$ cat config.mk
export PLATFORM = sky130hd
export DESIGN_NAME = gcb_edge_seq
export DESIGN_NICKNAME = d
export VERILOG_FILES = /design/src/rtl/core/gcb_pkg.sv /design/src/rtl/core/gcb_edge_seq.sv
export SDC_FILE = /design/constraint.sdc
export NUM_CORES = 1
export LEC_CHECK = 0
export BUFFER_PORTS_ARGS = -buffer_cell sky130_fd_sc_hd__buf_4
export CAP_MARGIN = 0
export CORE_MARGIN = 1
export CORE_UTILIZATION = 35
export DETAILED_ROUTE_END_ITERATION = 8
export GPL_TIMING_DRIVEN = 0
export PLACE_DENSITY_LB_ADDON = 0.08
export SYNTH_ARGS = -nofsm -noshare
export SYNTH_HDL_FRONTEND = slang
export SYNTH_SLANG_ARGS = --single-unit
$ cat constraint.sdc
create_clock -name clock -period 20.3 [get_ports clock]
set_clock_uncertainty 0.1 [all_clocks]
set_input_delay 4.06 -clock clock [delete_from_list [all_inputs] [get_ports clock]]
set_output_delay 4.06 -clock clock [all_outputs]
set_load 0.01 [all_outputs]
$ cat src/rtl/core/gcb_pkg.sv
package gcb_pkg;

   localparam int MAX_WIDTH  = 1024;
   localparam int MAX_HEIGHT = 1024;
   localparam int PIXEL_BITS = 16;

   localparam int COL_BITS     = $clog2(MAX_WIDTH);
   localparam int DIM_BITS     = 11;
   localparam int PROD_BITS    = 2 * DIM_BITS;
   localparam int NODE_BITS    = 21;
   localparam int GRAY_BITS    = 16;
   localparam int CFG_BITS     = 16;
   localparam int CSR_IDX_BITS = 2;
   localparam int NUM_KINDS    = 6;
   localparam int KIND_BITS    = 3;

   typedef enum logic [CSR_IDX_BITS-1:0] {
      CSR_IMAGE_WIDTH  = 2'd0,
      CSR_IMAGE_HEIGHT = 2'd1,
      CSR_MAX_GRAY     = 2'd2
   } csr_index_type;

   typedef enum logic [KIND_BITS-1:0] {
      KIND_SOURCE = 3'd0,
      KIND_SINK   = 3'd1,
      KIND_LEFT   = 3'd2,
      KIND_RIGHT  = 3'd3,
      KIND_BELOW  = 3'd4,
      KIND_ABOVE  = 3'd5
   } kind_type;

   typedef struct packed {
      logic                 mode;
      logic [GRAY_BITS-1:0] pixel_value;
   } req_type;

   typedef struct packed {
      kind_type             edge_kind;
      logic [NODE_BITS-1:0] from_node;
      logic [NODE_BITS-1:0] to_node;
      logic [GRAY_BITS-1:0] capacity;
      logic [GRAY_BITS-1:0] edge_value;
      logic                 last;
   } rsp_type;

   // clamped image geometry and gray maximum
   typedef struct packed {
      logic [DIM_BITS-1:0]  width;
      logic [DIM_BITS-1:0]  height;
      logic [GRAY_BITS-1:0] max_gray;
   } cfg_type;

   // request state carried into the read/modify stage
   typedef struct packed {
      logic [COL_BITS-1:0]  x;
      logic [GRAY_BITS-1:0] v;
      logic                 emit;
      logic                 wprev;
      logic                 has_below;
      logic                 y_pos;
      logic [NODE_BITS-1:0] rowbase;
      logic [NODE_BITS-1:0] src;
   } stage_type;

   typedef struct packed {
      logic [GRAY_BITS-1:0] prev_cur;
      logic [GRAY_BITS-1:0] prev_right;
      logic [GRAY_BITS-1:0] rbp_left;
      logic [GRAY_BITS-1:0] rbp_cur;
   } mem_rd_type;

   typedef struct packed {
      logic [NUM_KINDS-1:0]                 mask;
      logic [NODE_BITS-1:0]                 me;
      logic [NODE_BITS-1:0]                 src;
      logic [GRAY_BITS-1:0]                 c;
      logic [GRAY_BITS-1:0]                 m;
      logic [NUM_KINDS-1:0][NODE_BITS-1:0]  to;
      logic [NUM_KINDS-1:0][GRAY_BITS-1:0]  cap;
   } edge_set_type;

   function automatic logic [GRAY_BITS-1:0] sat(input logic [GRAY_BITS-1:0] v,
                                                input logic [GRAY_BITS-1:0] m);
      return (v > m) ? m : v;
   endfunction

   function automatic logic [GRAY_BITS-1:0] weight(input logic [GRAY_BITS-1:0] m,
                                                   input logic [GRAY_BITS-1:0] a,
                                                   input logic [GRAY_BITS-1:0] b);
      logic [GRAY_BITS-1:0] d;
      d = (a > b) ? (a - b) : (b - a);
      return (d > m) ? '0 : (m - d);
   endfunction

endpackage

$ cat src/rtl/core/gcb_edge_seq.sv
module gcb_edge_seq
   import gcb_pkg::*;
(
   input  logic         clock,
   input  logic         reset,
   input  logic         set_valid,
   input  edge_set_type set_data,
   output logic         set_ready,
   output logic         rsp_valid,
   input  logic         rsp_ready,
   output rsp_type      rsp_data
);

   edge_set_type         es_ff;
   logic                 rsp_valid_ff;
   rsp_type              rsp_data_ff;
   logic                 out_free;
   logic                 issue;
   kind_type             pick;
   logic [NUM_KINDS-1:0] rest;
   rsp_type              rsp_in;

   always_comb begin
      pick = KIND_SOURCE;
      for (int i = NUM_KINDS - 1; i >= 0; i--) begin
         if (es_ff.mask[i]) begin
            pick = kind_type'(KIND_BITS'(i));
         end
      end
      rest      = es_ff.mask & ~(NUM_KINDS'(1) << pick);
      out_free  = !rsp_valid_ff || rsp_ready;
      issue     = (es_ff.mask != '0) && out_free;
      set_ready = (es_ff.mask == '0) || (issue && rest == '0);

      rsp_in.edge_kind  = pick;
      rsp_in.from_node  = (pick == KIND_SOURCE) ? es_ff.src : es_ff.me;
      rsp_in.to_node    = es_ff.to[pick];
      rsp_in.capacity   = es_ff.cap[pick];
      rsp_in.edge_value = (pick == KIND_SOURCE || pick == KIND_SINK) ? es_ff.m : es_ff.c;
      rsp_in.last       = (rest == '0);
   end

   always_ff @(posedge clock) begin
      if (reset) begin
         es_ff.mask   <= '0;
         rsp_valid_ff <= 1'b0;
      end else begin
         if (set_valid && set_ready) begin
            es_ff <= set_data;
         end else if (issue) begin
            es_ff.mask <= rest;
         end
         if (issue) begin
            rsp_valid_ff <= 1'b1;
         end else if (rsp_ready) begin
            rsp_valid_ff <= 1'b0;
         end
      end
   end

   always_ff @(posedge clock) begin
      if (issue) begin
         rsp_data_ff <= rsp_in;
      end
   end

   assign rsp_valid = rsp_valid_ff;
   assign rsp_data  = rsp_data_ff;

endmodule

==> results by group <==
Run status
  – Status: completed

Yosys
  – Post-synthesis adder-cell area fraction: 0%
  – Seq/Total Area, Yosys: 83.7%
  – Largest family of logic cells by synthesized area: compound AO/OA/AOI/OAI gates
  – Synth Area in XOR/XNOR: 0%
  – Syn nets: between 900 and 1000
  – Synth Area in Simple Gates: around 1.3%
  – Post-synth ARST share: 0%
  – Mux share of post-synthesis cell area: under 10%
  – Post-synthesis area per instance: roughly 20 um2
  – Yosys Warn Count: 0
  – Synth cell types: 43
  – Post-synth EDFFs: roughly 370
  – Top_reg_cell synth: edfxtp_1
  – Synth Area in Compound Gates: about a tenth
  – Mapped Cells: between 600 and 700
  – Seq cells post-synth: 381
  – Syn Std Cell Area: approximately 14000 um2

Hold path
  – Worst Hold Depth: 2
  – Hold Crit Class: reg2reg

Clocking
  – TritonCTS Buffers: 42
  – Htree depth: 2
  – Clock Pin Slew Worst Setup and Hold Paths: around 60 ps
  – Post-CTS setup buffer count: 0
  – Post-CTS sizing: 0
  – CTS tree: done
  – CTS root buf: clkbuf_16
  – Longest Clk Path Bufs: 3
  – Hold buffers post-CTS: 0
  – Clock sinks: 381
  – Clk Latency, worst-skew pair: between 500 and 600 ps

GRT
  – Largest net degree at the start of global routing: 36
  – Initial antenna violation count: 0
  – Global-route wire length before repair: between 50000 and 60000 um
  – GRT overflow: 0
  – Vias in the first global route: 8296
  – GRT Total Usage: between 15 and 20%

Setup path
  – Required time of the critical path: approximately 16000 ps
  – CP top delay family: buffers and inverters
  – Buf/Inv on CP: 4
  – Worst setup SP type: input port
  – Crit-path most repeated cell: buf_4
  – Crit Path Category: in2out
  – Worst EP arrival: 5550 ps
  – R2r worst-path depth: 9
  – Critical path capture point type: primary output
  – Critical path peak fanout: 9
  – CP cell instances: buf_4 -> nor2b_1 -> clkbuf_1 -> o32ai_2 -> a22oi_2 -> inv_1 -> buf_4
  – Critical-path top delay cell: a22oi_2
  – Max incr delay on CP: between 400 and 500 ps
  – Crit path depth: 7

Finish
  – Core Util, Final: between 40% and 50%
  – Layout area overhead: 37.7%
  – Antenna diode count: 0
  – Layout cell share with drive strength beyond 1: a little under half
  – NumNets Final: 1419
  – Finished Cell Area: around 19000 um2

Floorplanning
  – Rows: slightly above 70
  – Die area: approximately 40000 um2
  – DIE HEIGHT: 199 um
  – IO Count: 386
  – Die Width: roughly 200 um
  – Core area: approximately 38000 um2
  – Starting Density: 35.8%

Drt
  – DRT Wirelength: 35700 um
  – WL met2: between 15000 and 20000 um
  – Vias: a little under 8000
  – Metal-1 WL: 14200 um
  – Routed WL per cell: ~22 um
  – Routed wl met3: about 3600 um
  – DRC: 0
  – Highest routed metal layer: met4
  – DR pass1 iterations: 7
  – Final ANT Viol Nets: 0
  – Vias/cell: a little under 5
  – DRT iter0 DRCs: roughly 330

Power and ir drop
  – VDD IR max: roughly 0.067 mV
  – Power Density: approximately 110 nW/um2
  – Cell leakage power: 0.00696 uW

Placement
  – Post-DP HPWL: 24700 um
  – Port Buf Inserts: 385
  – Area after DPL: ~17000 um2
  – Routability congestion estimate: approximately 0.73

STA
  – Post-route setup TNS: 0 ps
  – Slew Limit Fails: 0
  – RSZ-0062 raised after global routing: no
  – Max-slew headroom: a little under half
  – Worst-Margin Slew: ~800 ps
  – Fmax: 0.103 GHz
  – Final Hold Viols: 0
  – # setup viols final: 0
  – Final min period: between 9000 and 10000 ps
  – Period utilization: a little under half

Run
  – # Max-Cap Violations: 0
-- layout by cell type (no fill, tap or decap), drive strengths merged, types with 5 or more instances in the layout --
cell type / instances
clkinv: 22
inv: 10
a21oi: 5
o31ai: 5
a22oi: 38
edfxtp: 374
a2bb2oi: 37
a222oi: 37
buf: 421
clkbuf: 68
dfxtp: 7
mux2: 37
o21ai: 37
nor2: 14
-- per-stage QoR --
stage / worst slack, ps / hold WS (ps) / total power [uW] / std cells
3_5_place_dp: 10610 / 414 / 1320 / 1580
2_1_floorplan: 2240 / 414 / 1160 / 671
4_1_cts: 10610 / 424 / 2060 / 1656
6_report: 10590 / 420 / 2020 / 1656
5_1_grt: 10500 / 454 / 2110 / 1656
3_3_place_gp: -3560 / 410 / 1340 / 1567
-- kinds of logic (layout without fill, tap and decap cells) --
family                 after synthesis  count (layout)
AO/OA/AOI/OAI                      170             170
flip-flops                         381             381
buffers and inverters               50             524
multiplexers                        37              37
AND/OR/NAND/NOR                     33              33
-- path summary, 6_finish.rpt --
check | from | to | slack, ps
max | rsp_ready | set_ready | 10590
min | rsp_valid | rsp_valid | 420
max reg2reg | es_ff[297] | es_ff[145] | 16830
min reg2reg | rsp_valid | rsp_valid | 420
-- cells in the mapped netlist (2+ instances only) --
library cell  number  share of area (%)
inv_1              9               0.25
nor3_1             2              0.074
o21ai_1           17               0.63
dfxtp_1            7                1.0
nand2_1            2              0.055
o311ai_1           2               0.13
nand2b_1           2              0.092
buf_4             10               0.55
a22oi_1           37                2.0
buf_2              8               0.29
a21oi_1            3               0.11
o31ai_1            5               0.28
a222oi_1          37                2.7
clkbuf_1          17               0.47
o21ai_0           20               0.74
or3_1              3               0.14
nand3_1            3               0.11
nor2_2             2              0.092
a2bb2oi_1         37                2.4
nor2_1            12               0.33
buf_6              4               0.33
edfxtp_1         374                 83
nor2b_1            2              0.092
mux2_2            37                3.1
-- flip-flops by register name (all words and copies together), names as in the netlist --
register   flops
rsp_valid      1
rsp_data      78
es_ff        302
-- tightest hold or removal path, stage by stage, from the launching register on --
cell and delay, ps:
dfxtp_1 310, nand2b_1 100, a21oi_1 60
-- routing by layer --
metal	GRT usage, %	vias up
met5	0	-
li1	-	3705
met3	7.02	52
met4	6.58	0
met2	28.7	314
met1	21.7	3881
-- where the power goes --
| group | internal (uW) | switching, uW |
|---|---|---|
| Sequential | 966 | 20.0 |
| Combinational | 151 | 159 |
| Clock | 428 | 298 |
-- final cells by class --
class / count / area [um2]
inverter: 9 / 33.8
clock inverter: 26 / 198
clock buffer: 50 / 1110
timing repair buffer: 398 / 3170
sequential: 381 / 11400
buffer: 41 / 233
fill: 3210 / 19200
tap: 511 / 639
multi-input combinational: 240 / 1970
Note: power is estimated with default switching activity, not from simulation.
