--- src/rtl/core/gcb_pkg.sv ---
package gcb_pkg;

   localparam int MAX_WIDTH  = 1024;
   localparam int MAX_HEIGHT = 1024;
   localparam int PIXEL_BITS = 16;

   localparam int COL_BITS     = $clog2(MAX_WIDTH);
   localparam int DIM_BITS     = 11;
   localparam int PROD_BITS    = 2 * DIM_BITS;
   localparam int NODE_BITS    = 21;
   localparam int GRAY_BITS    = 16;
   localparam int CFG_BITS     = 16;
   localparam int CSR_IDX_BITS = 2;
   localparam int NUM_KINDS    = 6;
   localparam int KIND_BITS    = 3;

   typedef enum logic [CSR_IDX_BITS-1:0] {
      CSR_IMAGE_WIDTH  = 2'd0,
      CSR_IMAGE_HEIGHT = 2'd1,
      CSR_MAX_GRAY     = 2'd2
   } csr_index_type;

   typedef enum logic [KIND_BITS-1:0] {
      KIND_SOURCE = 3'd0,
      KIND_SINK   = 3'd1,
      KIND_LEFT   = 3'd2,
      KIND_RIGHT  = 3'd3,
      KIND_BELOW  = 3'd4,
      KIND_ABOVE  = 3'd5
   } kind_type;

   typedef struct packed {
      logic                 mode;
      logic [GRAY_BITS-1:0] pixel_value;
   } req_type;

   typedef struct packed {
      kind_type             edge_kind;
      logic [NODE_BITS-1:0] from_node;
      logic [NODE_BITS-1:0] to_node;
      logic [GRAY_BITS-1:0] capacity;
      logic [GRAY_BITS-1:0] edge_value;
      logic                 last;
   } rsp_type;

   // clamped image geometry and gray maximum
   typedef struct packed {
      logic [DIM_BITS-1:0]  width;
      logic [DIM_BITS-1:0]  height;
      logic [GRAY_BITS-1:0] max_gray;
   } cfg_type;

   // request state carried into the read/modify stage
   typedef struct packed {
      logic [COL_BITS-1:0]  x;
      logic [GRAY_BITS-1:0] v;
      logic                 emit;
      logic                 wprev;
      logic                 has_below;
      logic                 y_pos;
      logic [NODE_BITS-1:0] rowbase;
      logic [NODE_BITS-1:0] src;
   } stage_type;

   typedef struct packed {
      logic [GRAY_BITS-1:0] prev_cur;
      logic [GRAY_BITS-1:0] prev_right;
      logic [GRAY_BITS-1:0] rbp_left;
      logic [GRAY_BITS-1:0] rbp_cur;
   } mem_rd_type;

   typedef struct packed {
      logic [NUM_KINDS-1:0]                 mask;
      logic [NODE_BITS-1:0]                 me;
      logic [NODE_BITS-1:0]                 src;
      logic [GRAY_BITS-1:0]                 c;
      logic [GRAY_BITS-1:0]                 m;
      logic [NUM_KINDS-1:0][NODE_BITS-1:0]  to;
      logic [NUM_KINDS-1:0][GRAY_BITS-1:0]  cap;
   } edge_set_type;

   function automatic logic [GRAY_BITS-1:0] sat(input logic [GRAY_BITS-1:0] v,
                                                input logic [GRAY_BITS-1:0] m);
      return (v > m) ? m : v;
   endfunction

   function automatic logic [GRAY_BITS-1:0] weight(input logic [GRAY_BITS-1:0] m,
                                                   input logic [GRAY_BITS-1:0] a,
                                                   input logic [GRAY_BITS-1:0] b);
      logic [GRAY_BITS-1:0] d;
      d = (a > b) ? (a - b) : (b - a);
      return (d > m) ? '0 : (m - d);
   endfunction

endpackage

--- src/rtl/core/gcb_edge_calc.sv ---
module gcb_edge_calc
   import gcb_pkg::*;
(
   input  stage_type    stage,
   input  mem_rd_type   rd_data,
   input  cfg_type      cfg,
   output edge_set_type edge_set
);

   logic [GRAY_BITS-1:0] m;
   logic [GRAY_BITS-1:0] c;
   logic [GRAY_BITS-1:0] lo;
   logic [GRAY_BITS-1:0] hi;
   logic [NODE_BITS-1:0] me;
   logic [NODE_BITS-1:0] w_node;
   logic [DIM_BITS-1:0]  x_next;

   always_comb begin
      m      = cfg.max_gray;
      c      = sat(rd_data.prev_cur, m);
      lo     = m >> 2;
      hi     = {lo[GRAY_BITS-2:0], 1'b0} + lo;
      me     = stage.rowbase + NODE_BITS'(stage.x);
      w_node = NODE_BITS'(cfg.width);
      x_next = DIM_BITS'(stage.x) + DIM_BITS'(1);

      edge_set.mask[KIND_SOURCE] = stage.emit && (c <= lo);
      edge_set.mask[KIND_SINK]   = stage.emit && (c >= hi);
      edge_set.mask[KIND_LEFT]   = stage.emit && (stage.x != '0);
      edge_set.mask[KIND_RIGHT]  = stage.emit && (x_next < cfg.width);
      edge_set.mask[KIND_BELOW]  = stage.emit && stage.has_below;
      edge_set.mask[KIND_ABOVE]  = stage.emit && stage.y_pos;

      edge_set.me  = me;
      edge_set.src = stage.src;
      edge_set.c   = c;
      edge_set.m   = m;

      edge_set.to[KIND_SOURCE] = me;
      edge_set.to[KIND_SINK]   = stage.src + NODE_BITS'(1);
      edge_set.to[KIND_LEFT]   = me - NODE_BITS'(1);
      edge_set.to[KIND_RIGHT]  = me + NODE_BITS'(1);
      edge_set.to[KIND_BELOW]  = me + w_node;
      edge_set.to[KIND_ABOVE]  = me - w_node;

      edge_set.cap[KIND_SOURCE] = '0;
      edge_set.cap[KIND_SINK]   = '0;
      edge_set.cap[KIND_LEFT]   = weight(m, c, sat(rd_data.rbp_left, m));
      edge_set.cap[KIND_RIGHT]  = weight(m, c, sat(rd_data.prev_right, m));
      edge_set.cap[KIND_BELOW]  = weight(m, c, stage.v);
      edge_set.cap[KIND_ABOVE]  = weight(m, c, sat(rd_data.rbp_cur, m));
   end

endmodule

--- config.mk ---
export PLATFORM = sky130hd
export DESIGN_NAME = gcb_edge_calc
export DESIGN_NICKNAME = d
export VERILOG_FILES = /design/src/rtl/core/gcb_pkg.sv /design/src/rtl/core/gcb_edge_calc.sv
export SDC_FILE = /design/constraint.sdc
export NUM_CORES = 1
export LEC_CHECK = 0
export ABC_AREA = 1
export BUFFER_PORTS_ARGS = -buffer_cell sky130_fd_sc_hd__buf_2
export CELL_PAD_IN_SITES_DETAIL_PLACEMENT = 1
export CELL_PAD_IN_SITES_GLOBAL_PLACEMENT = 1
export CORE_UTILIZATION = 41
export DETAILED_ROUTE_END_ITERATION = 8
export PLACE_DENSITY = 0.93
export SLEW_MARGIN = 20
export SYNTH_ARGS = -nofsm -noshare
export SYNTH_HDL_FRONTEND = slang
export SYNTH_SLANG_ARGS = --single-unit
--- constraint.sdc ---
create_clock -name vclk -period 20.7
set_clock_uncertainty 0.2 [all_clocks]
set_input_delay 4.14 -clock vclk [all_inputs]
set_output_delay 4.14 -clock vclk [all_outputs]
set_load 0.01 [all_outputs]
==> impl_metrics.env <==
export IMPL_route_detailed_drc=0
export IMPL_maxSlewViolCount=0
export IMPL_worstMarginPinSlew_ps=925
export IMPL_p_leak_uw=0.0122
export IMPL_antenna_found_initial=13
export IMPL_die_x_um=214
export IMPL_combPwrFrac_pct=100.0
export IMPL_nClkBuffers=0
export IMPL_swShare_pct=64.1
export IMPL_start_kind="input pin"
export IMPL_synth_top_cell_area_share_pct=20.8
export IMPL_p_sw_uw=1120
export IMPL_end_kind="output port"
export IMPL_dieArea_um2=46000
export IMPL_path_max_fanout=39
export IMPL_max_stage_delay_ps=590
export IMPL_crit_top_cell="nand2_1"
export IMPL_cp_slowest_cell="a21oi_2"
export IMPL_crit_arrival_ps=12320
export IMPL_finalSetupTns_ps=0
export IMPL_vdd_drop_max_v=0.0000527
export IMPL_setup_ws_ps=4040
export IMPL_critPathBufInv=5
export IMPL_grt_max_degree=40
export IMPL_synth_cell_area_um2=18500
export IMPL_m1WireLength_um=30200
export IMPL_drive_gt1_share_pct=17.3
export IMPL_placed_area_um2=20700
export IMPL_required_ps=16360
export IMPL_timing_final_crit_share_pct=80.5
export IMPL_register_area_um2=0
export IMPL_cts_repair_resized=0
export IMPL_io_pins=476
export IMPL_finalSetupViolCount=0
export IMPL_dr_pass1_iters=5
export IMPL_rows=77
export IMPL_grt_pass1_vias=23000
export IMPL_place_ws_ps=3900
export IMPL_post_cts_buffers=0
export IMPL_status="completed"
export IMPL_hold_buffers=0
export IMPL_grt_pass1_wl_um=120000
export IMPL_fin_hold_ws_ps=8300
export IMPL_vias_per_cell=5.48
export IMPL_drt_initial_drc_count=1128
export IMPL_yosysSeqAreaShare_pct=0
export IMPL_min_period_ps=16660
export IMPL_grt_ovfl_total=0
export IMPL_initial_core_util_pct=41.7
export IMPL_yosys_top_cells_area="ha_1 21%, nand2_1 18%, inv_1 9.5%, xor2_1 7.6%, a21oi_1 6.2%"
export IMPL_syn_to_final_growth_pct=12.2
export IMPL_fp_dieH_um=214
export IMPL_seq_cells=0
export IMPL_vias=22600
export IMPL_nNetsFinal=4018
export IMPL_syn_inst=3171
export IMPL_relSlewSlack_pct=38.2
export IMPL_port_buffers=432
export IMPL_hold_viol_final=0
export IMPL_wire_per_inst_um=18.7
export IMPL_p_int_uw=628
export IMPL_dpl_hpwl_um=65000
export IMPL_min_path_type="in -> out"
export IMPL_wl_met3_um=6150
export IMPL_path_delay_family="compound AO/OA/AOI/OAI gates"
export IMPL_pwr_share_seq_pct=0
export IMPL_final_antenna_net_count=0
export IMPL_maxCapViolations=0
export IMPL_stdcell_area_um2=20700
export IMPL_grt_usage_pct=32.2
export IMPL_routed_wl_um=77100
export IMPL_avgSynthCellArea_um2=5.83
export IMPL_gp_congestion=0.956
export IMPL_fmax_ghz=0.0600
export IMPL_wl_met2_um=36500
export IMPL_ys_warn_count=0
export IMPL_coreArea_um2=44300
export IMPL_clkPwrFrac_pct=0
export IMPL_top_layer="met5"
export IMPL_rsz0062_at_grt="false"
export IMPL_ys_types=62
export IMPL_worst_setup_path_type="in -> out"
export IMPL_powerDensity_nw_per_um2=84.3
export IMPL_yosysTopAreaCell="ha_1"
==> synth_stat cells, types with 4 or more instances <==
| library cell | n |
|---|---|
| nand2_1 | 865 |
| inv_1 | 469 |
| ha_1 | 308 |
| nor2_1 | 246 |
| a21oi_1 | 229 |
| nand3_1 | 179 |
| xor2_1 | 161 |
| o21ai_0 | 127 |
| buf_4 | 95 |
| nand4_1 | 52 |
| nand2_2 | 41 |
| xnor2_1 | 37 |
| nor3_1 | 36 |
| o21bai_1 | 34 |
| clkbuf_1 | 26 |
| o21ai_1 | 24 |
| nand2_4 | 22 |
| a31oi_1 | 19 |
| a21o_1 | 16 |
| fa_1 | 16 |
| inv_2 | 13 |
| nor2_2 | 13 |
| o21a_1 | 11 |
| nor3_2 | 10 |
| nand3_2 | 9 |
| nor3b_1 | 9 |
| o21ai_2 | 8 |
| a21boi_0 | 7 |
| buf_6 | 7 |
| o211ai_1 | 7 |
| a21oi_2 | 6 |
| or2_2 | 6 |
| xor2_2 | 6 |
| and3_1 | 4 |
| buf_2 | 4 |
| nand3b_1 | 4 |
| o31ai_1 | 4 |
==> routing by layer <==
layer	GRT usage [%]	vias to the layer above
li1	-	10800
met1	37.2	10700
met2	56.5	802
met3	5.76	242
met4	16.7	6
met5	0	-
==> power by group through the flow <==
stage | Combinational, µW | Sequential (µW) | Clock (µW)
6_report | 1750 | 0 | 0.0000648
5_1_grt | 1950 | 0 | 0.0000388
4_1_cts | 1740 | 0 | 0
3_5_place_dp | 1730 | 0 | 0
3_3_place_gp | 1670 | 0 | 0
2_1_floorplan | 1230 | 0 | 0
==> cell usage in the layout, fill, tap and decap left out, types with 10 or more instances in the layout <==
cell type  netlist  layout
nand2_1        865     865
inv_1          469     469
buf_2            4     432
ha_1           308     308
nor2_1         246     246
a21oi_1        229     227
nand3_1        179     179
xor2_1         161     161
o21ai_0        127     126
nand4_1         52      52
nand2_2         41      41
xnor2_1         37      37
nor3_1          36      36
o21bai_1        34      34
conb_1           1      32
o21ai_1         24      25
nand2_4         22      22
a31oi_1         19      19
buf_4           95      18
a21o_1          16      16
fa_1            16      16
nor2_2          13      13
inv_2           13      13
o21a_1          11      11
diode_2          0      10
nor3_2          10      10
==> per-stage QoR <==
stage | cells | total power (µW) | util, %
2_1_floorplan | 3202 | 1230 | -
3_3_place_gp | 4110 | 1670 | 46.7
3_5_place_dp | 4110 | 1730 | 46.7
4_1_cts | 4110 | 1740 | 46.7
5_1_grt | 4116 | 1950 | 46.8
6_report | 4120 | 1750 | 46.8
==> logic make-up after synthesis <==
group                      count (synthesis)  share of synthesized area, %
and+or+nand+nor                         1510                          36.1
buffers and inverters                    617                          14.8
AOI/OAI and AO/OA                        509                          15.8
adders and majority gates                324                          22.6
xor gates and xnor gates                 210                          10.6
other                                      1                        0.0203
==> cell type report <==
class                      count  area (µm²)
inverter                     483        1810
antenna                       10        25.0
multi-input combinational   2585       15900
timing repair buffer         450        2300
tap                          592         741
fill                        6507       23600
==> worst paths after layout <==
kind      from       endpoint  slack [ps]  cells after the start
min   stage[4]  edge_set[258]        8300                      2
max    cfg[11]   edge_set[77]        4040                     38
No activity file was read; power rests on OpenSTA's default activity.
